===== src/lmsa_pkg.sv =====
// ----------------------------------------------------------------------------
// lmsa_pkg
// Shared types and constants of the LED matrix status animator.
// ----------------------------------------------------------------------------
package lmsa_pkg;

   // matrix geometry
   localparam int unsigned MATRIX_SIZE = 5;
   localparam int unsigned PIXEL_COUNT = MATRIX_SIZE * MATRIX_SIZE;
   localparam int unsigned PIX_W       = $clog2(PIXEL_COUNT);
   localparam int unsigned COL_W       = $clog2(MATRIX_SIZE);

   // stop sign covers rows 0..2 and columns 1..3
   localparam logic [PIX_W-1:0] SIGN_END_INDEX = PIX_W'(3 * MATRIX_SIZE);
   localparam logic [COL_W-1:0] SIGN_COL_LO    = COL_W'(1);
   localparam logic [COL_W-1:0] SIGN_COL_HI    = COL_W'(3);
   localparam logic [COL_W-1:0] COL_LAST       = COL_W'(MATRIX_SIZE - 1);
   localparam logic [PIX_W-1:0] PIX_LAST       = PIX_W'(PIXEL_COUNT - 1);

   // ring animation
   localparam int unsigned RING_COUNT = 8;
   localparam logic [PIX_W-1:0] RING_LAST = PIX_W'(RING_COUNT - 1);
   localparam logic [PIX_W-1:0] RING_PIXELS [RING_COUNT] = '{
      5'd1, 5'd2, 5'd3, 5'd8, 5'd13, 5'd12, 5'd11, 5'd6
   };
   localparam logic [7:0] RING_PHASE_STEP = 8'd31;
   localparam logic [7:0] RING_RISE_END   = 8'd100;
   localparam logic [7:0] RING_FALL_END   = 8'd200;

   // power fade
   localparam logic [6:0] FADE_RESET_LEVEL = 7'd2;
   localparam logic [6:0] FADE_RISE_STEP   = 7'd14;
   localparam logic [6:0] FADE_FALL_STEP   = 7'd8;
   localparam logic [6:0] FADE_RELOAD      = 7'd96;
   localparam logic [6:0] LEVEL_FULL       = 7'd100;
   localparam logic [6:0] LEVEL_OFF        = 7'd0;

   localparam logic [7:0] PATTERN_STEP_RESET = 8'd9;

   // request modes
   localparam logic [1:0] MODE_TICK   = 2'd0;
   localparam logic [1:0] MODE_SET    = 2'd1;
   localparam logic [1:0] MODE_CLEAR  = 2'd2;

   // status codes
   localparam logic [1:0] STATUS_PROGRAM  = 2'd0;
   localparam logic [1:0] STATUS_SHUTDOWN = 2'd1;

   typedef enum logic [1:0] {
      ANIM_NONE = 2'd0,
      ANIM_FADE = 2'd1,
      ANIM_RING = 2'd2
   } anim_kind_type;

   // draw command from front to back end
   typedef struct packed {
      logic       is_ring;
      logic [7:0] value;   // sign level or ring start phase
   } cmd_type;

endpackage


===== src/lmsa_front.sv =====
// ----------------------------------------------------------------------------
// lmsa_front
// Accepts status events and ticks, keeps the animation state and issues
// draw commands into the command queue.
// ----------------------------------------------------------------------------
module lmsa_front import lmsa_pkg::*; (
   input  logic       clock,
   input  logic       reset,
   input  logic       accept,
   input  logic [1:0] mode,
   input  logic [1:0] status_code,
   input  logic       program_running_now,
   input  logic       shutdown_requested_now,
   input  logic       csr_we,
   input  logic [7:0] csr_wdata,
   output logic       cmd_push,
   output cmd_type    cmd
);

   anim_kind_type anim_kind_ff, anim_kind_in;
   logic [6:0]    fade_level_ff, fade_level_in;
   logic          fade_falling_ff, fade_falling_in;
   logic [7:0]    ring_phase_ff, ring_phase_in;
   logic [7:0]    pattern_step_ff;
   logic [6:0]    fade_next;

   // next fade level, 7-bit wrap
   assign fade_next = fade_falling_ff ? (fade_level_ff - FADE_FALL_STEP)
                                      : (fade_level_ff + FADE_RISE_STEP);

   // classify the request and update the animation state
   always_comb begin
      anim_kind_in    = anim_kind_ff;
      fade_level_in   = fade_level_ff;
      fade_falling_in = fade_falling_ff;
      ring_phase_in   = ring_phase_ff;
      cmd_push        = 1'b0;
      cmd.is_ring     = 1'b0;
      cmd.value       = 8'd0;
      if (accept) begin
         case (mode)
            MODE_TICK: begin
               case (anim_kind_ff)
                  ANIM_FADE: begin
                     cmd_push      = 1'b1;
                     cmd.value     = {1'b0, fade_next};
                     fade_level_in = fade_next;
                     if (fade_next == LEVEL_FULL || fade_next == LEVEL_OFF) begin
                        anim_kind_in    = ANIM_NONE;
                        fade_level_in   = FADE_RELOAD;
                        fade_falling_in = 1'b1;
                     end
                  end
                  ANIM_RING: begin
                     cmd_push      = 1'b1;
                     cmd.is_ring   = 1'b1;
                     cmd.value     = ring_phase_ff;
                     ring_phase_in = ring_phase_ff + pattern_step_ff;
                  end
                  default: ;
               endcase
            end
            MODE_SET: begin
               if (status_code == STATUS_PROGRAM) begin
                  cmd_push     = 1'b1;
                  cmd.value    = {1'b0, LEVEL_OFF};
                  anim_kind_in = ANIM_RING;
               end else if (status_code == STATUS_SHUTDOWN && !program_running_now) begin
                  anim_kind_in = ANIM_FADE;
               end
            end
            MODE_CLEAR: begin
               if (status_code == STATUS_PROGRAM) begin
                  if (shutdown_requested_now) begin
                     anim_kind_in = ANIM_FADE;
                  end else begin
                     cmd_push     = 1'b1;
                     cmd.value    = {1'b0, LEVEL_FULL};
                     anim_kind_in = ANIM_NONE;
                  end
               end
            end
            default: ;
         endcase
      end
   end

   // state registers
   always_ff @(posedge clock) begin
      if (reset) begin
         anim_kind_ff    <= ANIM_FADE;
         fade_level_ff   <= FADE_RESET_LEVEL;
         fade_falling_ff <= 1'b0;
         ring_phase_ff   <= 8'd0;
         pattern_step_ff <= PATTERN_STEP_RESET;
      end else begin
         anim_kind_ff    <= anim_kind_in;
         fade_level_ff   <= fade_level_in;
         fade_falling_ff <= fade_falling_in;
         ring_phase_ff   <= ring_phase_in;
         if (csr_we) begin
            pattern_step_ff <= csr_wdata;
         end
      end
   end

endmodule


===== src/lmsa_cmdq.sv =====
// ----------------------------------------------------------------------------
// lmsa_cmdq
// Small register queue of draw commands between front and back end.
// ----------------------------------------------------------------------------
module lmsa_cmdq import lmsa_pkg::*; #(
   parameter int unsigned DEPTH = 2
) (
   input  logic    clock,
   input  logic    reset,
   input  logic    push,
   input  cmd_type push_data,
   input  logic    pop,
   output logic    full,
   output logic    valid,
   output cmd_type head
);

   localparam int unsigned PTR_W = (DEPTH > 1) ? $clog2(DEPTH) : 1;
   localparam int unsigned CNT_W = $clog2(DEPTH + 1);
   localparam logic [PTR_W-1:0] PTR_LAST = PTR_W'(DEPTH - 1);
   localparam logic [CNT_W-1:0] CNT_FULL = CNT_W'(DEPTH);

   cmd_type          mem_ff [DEPTH];
   logic [PTR_W-1:0] wr_ptr_ff, wr_ptr_in;
   logic [PTR_W-1:0] rd_ptr_ff, rd_ptr_in;
   logic [CNT_W-1:0] count_ff, count_in;
   logic             do_push, do_pop;

   assign full    = (count_ff == CNT_FULL);
   assign valid   = (count_ff != '0);
   assign head    = mem_ff[rd_ptr_ff];
   assign do_push = push && !full;
   assign do_pop  = pop && valid;

   // pointer and fill count update
   always_comb begin
      wr_ptr_in = wr_ptr_ff;
      rd_ptr_in = rd_ptr_ff;
      count_in  = count_ff;
      if (do_push) begin
         wr_ptr_in = (wr_ptr_ff == PTR_LAST) ? '0 : wr_ptr_ff + 1'b1;
      end
      if (do_pop) begin
         rd_ptr_in = (rd_ptr_ff == PTR_LAST) ? '0 : rd_ptr_ff + 1'b1;
      end
      if (do_push && !do_pop) begin
         count_in = count_ff + 1'b1;
      end else if (do_pop && !do_push) begin
         count_in = count_ff - 1'b1;
      end
   end

   always_ff @(posedge clock) begin
      if (reset) begin
         wr_ptr_ff <= '0;
         rd_ptr_ff <= '0;
         count_ff  <= '0;
      end else begin
         wr_ptr_ff <= wr_ptr_in;
         rd_ptr_ff <= rd_ptr_in;
         count_ff  <= count_in;
      end
   end

   // storage
   always_ff @(posedge clock) begin
      if (do_push) begin
         mem_ff[wr_ptr_ff] <= push_data;
      end
   end

endmodule


===== src/lmsa_back.sv =====
// ----------------------------------------------------------------------------
// lmsa_back
// Expands draw commands into pixel writes, one per cycle, into an output
// register that holds while the consumer stalls.
// ----------------------------------------------------------------------------
module lmsa_back import lmsa_pkg::*; (
   input  logic             clock,
   input  logic             reset,
   input  logic             cmd_valid,
   input  cmd_type          cmd,
   output logic             cmd_pop,
   input  logic             rsp_pop,
   output logic             rsp_empty,
   output logic [PIX_W-1:0] rsp_pixel_index,
   output logic [6:0]       rsp_pixel_level,
   output logic             rsp_last_write
);

   logic             busy_ff, busy_in;
   cmd_type          cur_ff, cur_in;
   logic [PIX_W-1:0] cnt_ff, cnt_in;
   logic [COL_W-1:0] col_ff, col_in;
   logic [7:0]       off_ff, off_in;
   logic             out_valid_ff, out_valid_in;
   logic [PIX_W-1:0] out_index_ff;
   logic [6:0]       out_level_ff;
   logic             out_last_ff;

   logic             out_ready, emit, last, sign_on;
   logic [PIX_W-1:0] pix_index;
   logic [6:0]       pix_level, ring_level;

   assign out_ready = !out_valid_ff || rsp_pop;
   assign emit      = busy_ff && out_ready;
   assign last      = cur_ff.is_ring ? (cnt_ff == RING_LAST) : (cnt_ff == PIX_LAST);
   assign cmd_pop   = cmd_valid && (!busy_ff || (emit && last));

   // triangle wave for the ring pixels
   always_comb begin
      if (off_ff > RING_FALL_END) begin
         ring_level = LEVEL_OFF;
      end else if (off_ff < RING_RISE_END) begin
         ring_level = off_ff[6:0];
      end else begin
         ring_level = 7'(RING_FALL_END - off_ff);
      end
   end

   // pixel index and level of the current write
   always_comb begin
      sign_on = (cnt_ff < SIGN_END_INDEX) && (col_ff inside {[SIGN_COL_LO:SIGN_COL_HI]});
      if (cur_ff.is_ring) begin
         pix_index = RING_PIXELS[cnt_ff[2:0]];
         pix_level = ring_level;
      end else begin
         pix_index = cnt_ff;
         pix_level = sign_on ? cur_ff.value[6:0] : LEVEL_OFF;
      end
   end

   // sequencer over the pixels of one command
   always_comb begin
      busy_in = busy_ff;
      cur_in  = cur_ff;
      cnt_in  = cnt_ff;
      col_in  = col_ff;
      off_in  = off_ff;
      if (emit) begin
         cnt_in = cnt_ff + 1'b1;
         col_in = (col_ff == COL_LAST) ? '0 : col_ff + 1'b1;
         off_in = off_ff + RING_PHASE_STEP;
         if (last) begin
            busy_in = 1'b0;
         end
      end
      if (cmd_pop) begin
         busy_in = 1'b1;
         cur_in  = cmd;
         cnt_in  = '0;
         col_in  = '0;
         off_in  = cmd.value;
      end
   end

   // output register valid
   always_comb begin
      if (emit) begin
         out_valid_in = 1'b1;
      end else if (rsp_pop) begin
         out_valid_in = 1'b0;
      end else begin
         out_valid_in = out_valid_ff;
      end
   end

   always_ff @(posedge clock) begin
      if (reset) begin
         busy_ff      <= 1'b0;
         out_valid_ff <= 1'b0;
      end else begin
         busy_ff      <= busy_in;
         out_valid_ff <= out_valid_in;
      end
   end

   // payload registers
   always_ff @(posedge clock) begin
      cur_ff <= cur_in;
      cnt_ff <= cnt_in;
      col_ff <= col_in;
      off_ff <= off_in;
      if (emit) begin
         out_index_ff <= pix_index;
         out_level_ff <= pix_level;
         out_last_ff  <= last;
      end
   end

   assign rsp_empty       = !out_valid_ff;
   assign rsp_pixel_index = out_index_ff;
   assign rsp_pixel_level = out_level_ff;
   assign rsp_last_write  = out_last_ff;

endmodule


===== src/led_matrix_status_animator.sv =====
// ----------------------------------------------------------------------------
// led_matrix_status_animator
// Turns status events and animation ticks into pixel writes for a 5x5
// LED matrix.
// ----------------------------------------------------------------------------
// Request side is a queue input: a request is taken when req_push is high and
// req_full is low. Each request carries a mode (tick, status set, status
// cleared), a status code and two status flags. Response side is a queue
// output: while rsp_empty is low the oldest pixel write is on rsp_*, and it
// is taken when rsp_pop is high. rsp_last_write marks the final write of a
// request; requests that draw nothing produce no writes.
// csr_we/csr_wdata set the ring phase step; the user must write it only while
// idle, the block does not enforce this. The front end updates the animation
// state and queues at most one draw command per request in the same cycle.
// Unless stalled, the back end emits one pixel per cycle and runs commands
// back to back; a sign or clear writes 25 pixels, a ring tick 8. From idle,
// a first write passes the command queue, command and output registers.
// If the consumer stalls, the output register holds, the back end waits,
// and once the command queue fills req_full rises.
// Reset empties both queues, starts the power fade at level 2 and sets the
// ring step to 9.
// ----------------------------------------------------------------------------
module led_matrix_status_animator import lmsa_pkg::*; #(
   parameter int unsigned QUEUE_DEPTH = 2
) (
   input  logic             clock,
   input  logic             reset,
   input  logic             req_push,
   output logic             req_full,
   input  logic [1:0]       req_mode,
   input  logic [1:0]       req_status_code,
   input  logic             req_program_running_now,
   input  logic             req_shutdown_requested_now,
   output logic             rsp_empty,
   input  logic             rsp_pop,
   output logic [PIX_W-1:0] rsp_pixel_index,
   output logic [6:0]       rsp_pixel_level,
   output logic             rsp_last_write,
   input  logic             csr_we,
   input  logic [7:0]       csr_wdata
);

   logic    accept;
   logic    q_push, q_pop, q_valid;
   cmd_type q_in, q_head;

   assign accept = req_push && !req_full;

   // front end: classify requests and keep animation state
   lmsa_front u_front (
      .clock                  (clock),
      .reset                  (reset),
      .accept                 (accept),
      .mode                   (req_mode),
      .status_code            (req_status_code),
      .program_running_now    (req_program_running_now),
      .shutdown_requested_now (req_shutdown_requested_now),
      .csr_we                 (csr_we),
      .csr_wdata              (csr_wdata),
      .cmd_push               (q_push),
      .cmd                    (q_in)
   );

   // command queue between the two ends
   lmsa_cmdq #(
      .DEPTH (QUEUE_DEPTH)
   ) u_cmdq (
      .clock     (clock),
      .reset     (reset),
      .push      (q_push),
      .push_data (q_in),
      .pop       (q_pop),
      .full      (req_full),
      .valid     (q_valid),
      .head      (q_head)
   );

   // back end: pixel writer
   lmsa_back u_back (
      .clock           (clock),
      .reset           (reset),
      .cmd_valid       (q_valid),
      .cmd             (q_head),
      .cmd_pop         (q_pop),
      .rsp_pop         (rsp_pop),
      .rsp_empty       (rsp_empty),
      .rsp_pixel_index (rsp_pixel_index),
      .rsp_pixel_level (rsp_pixel_level),
      .rsp_last_write  (rsp_last_write)
   );

   // no response right after reset
   a_empty_after_reset: assert property (@(posedge clock)
      reset |=> rsp_empty)
      else $error("response present right after reset");

   // back end only takes commands that are there
   a_pop_needs_cmd: assert property (@(posedge clock) disable iff (reset)
      q_pop |-> q_valid)
      else $error("command taken from empty queue");

   // written pixels stay on the matrix and in range
   a_pixel_range: assert property (@(posedge clock) disable iff (reset)
      !rsp_empty |-> (rsp_pixel_index <= PIX_LAST && rsp_pixel_level <= LEVEL_FULL))
      else $error("pixel write out of range");

   // a command is queued only for an accepted request
   a_push_needs_accept: assert property (@(posedge clock) disable iff (reset)
      q_push |-> accept)
      else $error("command queued without a request");

endmodule


===== config.mk =====
export PLATFORM = sky130hd
export DESIGN_NAME = led_matrix_status_animator
export DESIGN_NICKNAME = d
export VERILOG_FILES = /design/src/lmsa_pkg.sv /design/src/lmsa_front.sv /design/src/lmsa_cmdq.sv /design/src/lmsa_back.sv /design/src/led_matrix_status_animator.sv
export SDC_FILE = /design/constraint.sdc
export NUM_CORES = 1
export LEC_CHECK = 0
export BUFFER_PORTS_ARGS = -buffer_cell sky130_fd_sc_hd__clkbuf_2
export CAP_MARGIN = 40
export CORE_MARGIN = 8
export CORE_UTILIZATION = 60
export CTS_CLUSTER_SIZE = 24
export DETAILED_ROUTE_END_ITERATION = 8
export PLACE_DENSITY = 0.78
export SLEW_MARGIN = 20
export SYNTH_ARGS = -nofsm -noshare
export SYNTH_HDL_FRONTEND = slang
export SYNTH_SLANG_ARGS = --single-unit

===== constraint.sdc =====
create_clock -name clock -period 2.75 [get_ports clock]
set_input_delay 0.1375 -clock clock [delete_from_list [all_inputs] [get_ports clock]]
set_output_delay 0.1375 -clock clock [all_outputs]
set_load 0.005 [all_outputs]

**Yosys cells after proc, flatten, opt, wreduce, memory -nomap -nowiden**

Memories as Yosys holds them, arrays and structs flattened. A register that Yosys moved wholly into a read port is not among the register bits.
Index checks and enable logic that the tools add are counted.

- $add $sub $neg: 11
- $lt $le $gt $ge: 6
- Eq/ne operators: 14
- Mux-type cells: 46
- Bitwise gates (word level): 1
- Reduce and logical (&&, ||, !) cells: 35

Operators by type and width:

| cell | count |
|---|---|
| 2-to-1 mux 7 bit | 7 |
| case mux 8 bit (2 select lines) | 2 |
| 2-to-1 mux 8 bit | 3 |
| 2-to-1 mux 1 bit | 20 |
| 2-to-1 mux 5 bit | 3 |
| 2-to-1 mux 2 bit | 7 |
| logical AND 1 bit | 11 |
| nonzero test 2 bit | 5 |
| 2-to-1 mux 9 bit | 1 |
| adder 8 x 5 -> 8 bit (second input constant) | 1 |
| adder 8 bit | 1 |
| greater-than comparator 8 bit (second input constant) | 1 |
| < comparator 8 x 7 -> 1 bit (second input constant) | 1 |
| adder 7 x 4 -> 7 bit (second input constant) | 1 |
| == test 7 bit (second input constant) | 1 |
| zero test 7 bit | 1 |
| subtractor 7 x 4 -> 7 bit (second input constant) | 1 |
| subtractor 7 bit (first input constant) | 1 |
| == test 2 x 1 -> 1 bit (second input constant) | 3 |
| == test 2 bit (second input constant) | 3 |
| zero test 1 bit | 6 |
| case mux 2 bit (3 select lines) | 1 |
| AND reduction 3 bit | 2 |
| AND reduction 6 bit | 1 |
| other kinds (24) | 29 |

- Register bits: 69
- RAM bits: 18
- Bits in read-only memories: 40
- Output and inout bits: 15
- Memories: 2

Memories:

| memory | depth | bits a word | rd ports | clocked after Yosys merged registers in | write ports | line | text |
|---|---|---|---|---|---|---|---|
| (no name shown) | 8 | 5 | 1 | 0 | 0 | lmsa_back.sv:53 | `pix_index = RING_PIXELS[cnt_ff[2:0]];` |
| u_cmdq.mem_ff | 2 | 9 | 1 | 1 | 1 | lmsa_cmdq.sv:23 | `cmd_type mem_ff [DEPTH];` |

**Logic depth before layout (Yosys ltp)**

- Depth after elaboration: 10
- Gate-level depth with buffers: 9
- Mapped depth without buffers: 9

**Cells and area by module**

Synthesis repeated with hierarchy kept, for this count alone.

- Cells, all modules: 444
- Area total of the unflattened synthesis: 4668.2 um^2

Modules (own cells, without submodules):

| module | times used | cells an instance | area an instance (um^2) | sequential area each (um^2) |
|---|---|---|---|---|
| lmsa_back | 1 | 172 | 1999.4 | 1071.0 |
| lmsa_front | 1 | 218 | 1788.0 | 500.5 |
| lmsa_cmdq | 1 | 53 | 867.1 | 640.6 |
| led_matrix_status_animator | 1 | 1 | 13.8 | 0.0 |

**Least setup slack after synthesis**

Ideal clock, no wire load.

- Path kind: register to register
- From: register u_front.fade_level_ff[1]
- To: register u_front.fade_level_ff[2]
- Library setup time: 0.071 ns
- Data arrival time: 2.168 ns
- Data required time: 2.679 ns
- Path slack: 0.511 ns
- Cell stages (with the launch flop): 9
- Clock period less this slack: 2.239 ns
- Cell sequence: dfxtp_1 -> inv_1 -> ha_1 -> nand2b_1 -> a2bb2oi_1 -> mux2i_1 -> mux2_4 -> a2111o_1 -> a21oi_1

- Cells in the longest elaborated chain, start to end: 5
- Elaborated cells on any way between the ends: 7

RTL lines:

| what | line | text |
|---|---|---|
| start, declared | lmsa_front.sv:21 | `logic [6:0] fade_level_ff, fade_level_in;` |
| start signal, assigned | lmsa_front.sv:98 | `fade_level_ff <= fade_level_in;` |
| adder 7 x 4 -> 7 bit / subtractor 7 x 4 -> 7 bit (equally long branches) | lmsa_front.sv:29, lmsa_front.sv:28 |  |
| 2-to-1 mux 7 bit (*) | lmsa_front.sv:28 | `assign fade_next = fade_falling_ff ? (fade_level_ff - FADE_FALL_STEP)` |
| == test 7 bit / zero test 7 bit (equally long branches) | lmsa_front.sv:48 | `if (fade_next == LEVEL_FULL \|\| fade_next == LEVEL_OFF) begin` |
| logical OR 1 bit | lmsa_front.sv:48 |  |
| 2-to-1 mux 7 bit (*) | lmsa_front.sv:48 |  |

Mark *: on every way between the ends. The rest lies on a longest branch, timed or not.
A chain may end at the register's enable or synchronous reset.

**Worst setup path after layout**

- From: register u_front.fade_falling_ff
- To: register u_front.fade_level_ff[2]

- Cells in the longest elaborated chain, start to end: 4
- Elaborated cells on any way between the ends: 5

RTL lines:

| what | line | text |
|---|---|---|
| start, declared | lmsa_front.sv:22 | `logic fade_falling_ff, fade_falling_in;` |
| start signal, assigned | lmsa_front.sv:99 | `fade_falling_ff <= fade_falling_in;` |
| 2-to-1 mux 7 bit (*) | lmsa_front.sv:28 |  |
| == test 7 bit / zero test 7 bit (equally long branches) | lmsa_front.sv:48 |  |
| logical OR 1 bit | lmsa_front.sv:48 |  |
| 2-to-1 mux 7 bit (*) | lmsa_front.sv:48 |  |

Marks and branches as above.

==> flow_summary.yaml <==
die:
  die_y_um: 103.1
  core_area_um2: 7292
  die_area_um2: 10620
  num_rows: 31
  die_w_um: 103.1
  start_util: 0.6235
  io_pins: 34
placed_design:
  dpl_cell_area_um2: 4818
  preCtsSetupSlack_ns: 0.3890
  gp_congestion: 0.8734
  dp_cells: 577
  dp_hpwl_mm: 6.247
  port_buffers: 33
global_routing:
  grt_pass1_wl_mm: 14.19
  antenna_found_initial: 0
  grt_max_degree: 26
  grt_pass1_vias: 3206
  overflow: 0
  grt_use_total: 0.1695
critical_path:
  reg2reg_setup_slack_ns: 0.33
  end_kind: "register"
  start_kind: "register"
  slowest_delay_ns: 0.64
  slowest_stage: "dfxtp_1"
  critical_path_arrival_ns: 2.70
  critical_path.startpoint: "u_front.fade_falling_ff"
  rr_startpoint: "u_front.fade_falling_ff"
  crit_fanout: 17
  path_class: "reg2reg"
  cp_cell_sequence: "nor4b_1, a31oi_2, xnor2_1, mux2_4, a2111o_1, a21oi_1"
  critPathRequiredTime_ns: 3.03
final_layout:
  design_area_um2: 4997
  area_delta_synth_final_pct: 9.906
  stdcell_count: 594
  finalNetCount: 537
  nFillCells: 616
  antenna_cells: 0
  drive_gt1_frac: 0.1434
clock_network:
  cts_resized: 0
  ctsHtreeMaxLevel: 3
  cts_tree: "built"
  path_clk_slew_ns: 0.09
  cts_root_buf: "clkbuf_8"
  clk_path_buf_depth: 2
  clock_sinks: 87
  clk_latency_ns: 0.35
  cts_inserted_buffers: 9
sta:
  setup_viol_count_final: 0
  worst_pin_slew_ns: 0.6412
  setup_ws_ns: 0.3251
  fin_skew_ns: 0.01451
  drv_slew: 0
  period_minus_slack_ns: 2.425
  relSlewSlack: 0.5615
  fin_tns_setup_ns: 0
  min_period_over_period: 0.8818
  rsz0062_at_grt: "no"
  fmax_mhz: 412.4
  hold_viol_final: 0
logic_synthesis:
  synth-compound-area-share: 0.1280
  synth-simple-area-share: 0.1582
  synth_xor_area_frac: 0.04816
  synth_top_cell_by_area: "edfxtp_1"
  synth_top_area_share: 0.3104
  synth-seq-cells: 87
  synth_ff_type: "edfxtp_1"
  syn-num-nets: 503
  synth_mux_area_frac: 0.06109
  synth_cell_types: 54
  synthAdderAreaFrac: 0.07870
  synthTopCellsByArea: "edfxtp_1 (31%), dfxtp_1 (18%), ha_1 (7.4%)"
  netlist_area_um2: 4547
  syn_inst: 456
  ys_warn_count: 0
  synth_top_family_by_area: "simple AND/OR/NAND/NOR gates"
  ys_seq_area_frac: 0.4865
  async_flop_share: 0
  synth_edf_count: 47
  avgSynthCellArea_um2: 9.971
routing:
  drt_pre_antenna_iters: 4
  final_antenna_net_count: 0
  drt_drc_violations_left: 0
  viasPerCell: 5.614
  drt_iter0_markers: 76
  vias: 3335
  drt-wirelength-per-cell_um: 14.26
  drt-total-wl_mm: 8.471
power:
  finalPower_w: 0.004174
  leakagePower_nw: 2.006
  vdd.ir_drop.worst_mv: 0.3953
  cellPowerDensity_nw_per_um2: 835.2
flow_run:
  cap_violations: 0
min_path:
  hp-class: "in2reg"
  hold_path_startpoint: "csr_wdata[1]"
run_status:
  status: "finished, final reports clean"
[report_power, final]
group          internal, W  switching, W
clock network     0.000328      0.000455
logic             0.000592      0.000763
registers          0.00179      0.000249
[through the flow]
step           hold WS, ns  utilization
2_1_floorplan       0.2664            -
3_3_place_gp        0.3538       0.6608
3_5_place_dp        0.3658       0.6608
4_1_cts            0.01081       0.6853
5_1_grt            0.02218       0.6853
6_report           0.02155       0.6853
[synthesized netlist by cell type, types with 4 or more instances]
cell type / count
nand2_1: 36
and3_1: 4
a211oi_1: 6
dfxtp_1: 40
xnor2_1: 13
mux2_2: 10
xor2_1: 12
ha_1: 27
a31oi_1: 6
a21oi_1: 25
edfxtp_1: 47
mux2i_1: 15
nand3_1: 13
clkbuf_1: 15
nor2_1: 47
nor2b_1: 10
inv_1: 28
nor3_1: 8
nand2b_1: 10
o21ai_0: 30
[cell type report]
type                            count  area, µm²  area share
Multi-Input combinational cell    322       2156      0.4314
Sequential cell                    87       2212      0.4427
Tap cell                           99      123.9     0.02479
Clock inverter                      7      45.04    0.009014
Inverter                           29      108.9     0.02178
Timing Repair Buffer               41      227.7     0.04557
Clock buffer                        9      123.9     0.02479
[layout by cell type, fill, tap and decap left out, types with 3 or more instances in the layout]
| cell | instances |
|---|---|
| clkinv_2 | 4 |
| o211ai_1 | 3 |
| or3_1 | 3 |
| nand2b_1 | 10 |
| buf_4 | 7 |
| dfxtp_1 | 40 |
| ha_1 | 27 |
| xor2_1 | 12 |
| a21o_1 | 3 |
| nand2_1 | 36 |
| nand4_1 | 3 |
| inv_1 | 28 |
| a21oi_1 | 25 |
| xnor2_1 | 13 |
| clkbuf_8 | 9 |
| edfxtp_1 | 47 |
| a31oi_1 | 6 |
| nand3_1 | 13 |
| mux2i_1 | 15 |
| clkbuf_2 | 33 |
| nor2b_1 | 10 |
| nor3_1 | 8 |
| mux2_2 | 10 |
| a211oi_1 | 6 |
| nor4b_1 | 3 |
| o21a_1 | 3 |
| and3_1 | 4 |
| nor3b_1 | 3 |
| nor2_1 | 47 |
| o21ai_0 | 30 |
[layer usage]
layer	routed length, µm	track usage	vias to the layer above
met2	4419	0.3077	65
li1	-	-	1685
met1	3552	0.1860	1566
met5	0	0	-
met3	274	0.02768	19
met4	225	0.08565	0
[sequential cells by signal, indices dropped and copies added (netlist names), named ones only]
signal,count
u_back.rsp_pixel_level,7
u_cmdq.rd_ptr_ff,1
u_back.busy_ff,1
u_cmdq.mem_ff,18
u_back.out_valid_ff,1
u_back.rsp_last_write,1
u_front.anim_kind_ff,2
u_cmdq.count_ff,2
u_front.fade_level_ff,6
u_cmdq.wr_ptr_ff,1
u_back.off_ff,8
u_front.pattern_step_ff,8
u_back.cnt_ff,5
u_back.rsp_pixel_index,5
u_front.fade_falling_ff,1
u_back.cur_ff,8
u_back.col_ff,3
u_front.ring_phase_ff,8
[critical path, delay by kind of cell, from the launching register on]
family | cells | cell delay [ns]
xor+xnor | 1 | 0.35
mux | 1 | 0.37
simple gates | 1 | 0.37
flops | 1 | 0.64
compound gates | 3 | 0.62
[logic make-up after synthesis]
family                   Yosys count
AO/OA/AOI/OAI                     94
XOR/XNOR                          25
adder cells (fa/ha/maj)           28
buffers and inverters             47
flip-flops                        87
multiplexers                      26
AND/OR/NAND/NOR                  149
[final timing paths]
path                                endpoint  cells after the start
setup / recovery    u_front.fade_level_ff[2]                      6
hold / removal    u_front.pattern_step_ff[1]                      3
setup reg to reg    u_front.fade_level_ff[2]                      6
hold reg to reg   u_front.pattern_step_ff[3]                      2
[what timing repair did]
item,in CTS,in global routing
hold buffers,1,0
hold endpoints to repair,1,0
endpoints found under the setup margin,0,0
setup buffers,0,0
No activity file was read; power rests on OpenSTA's default activity.
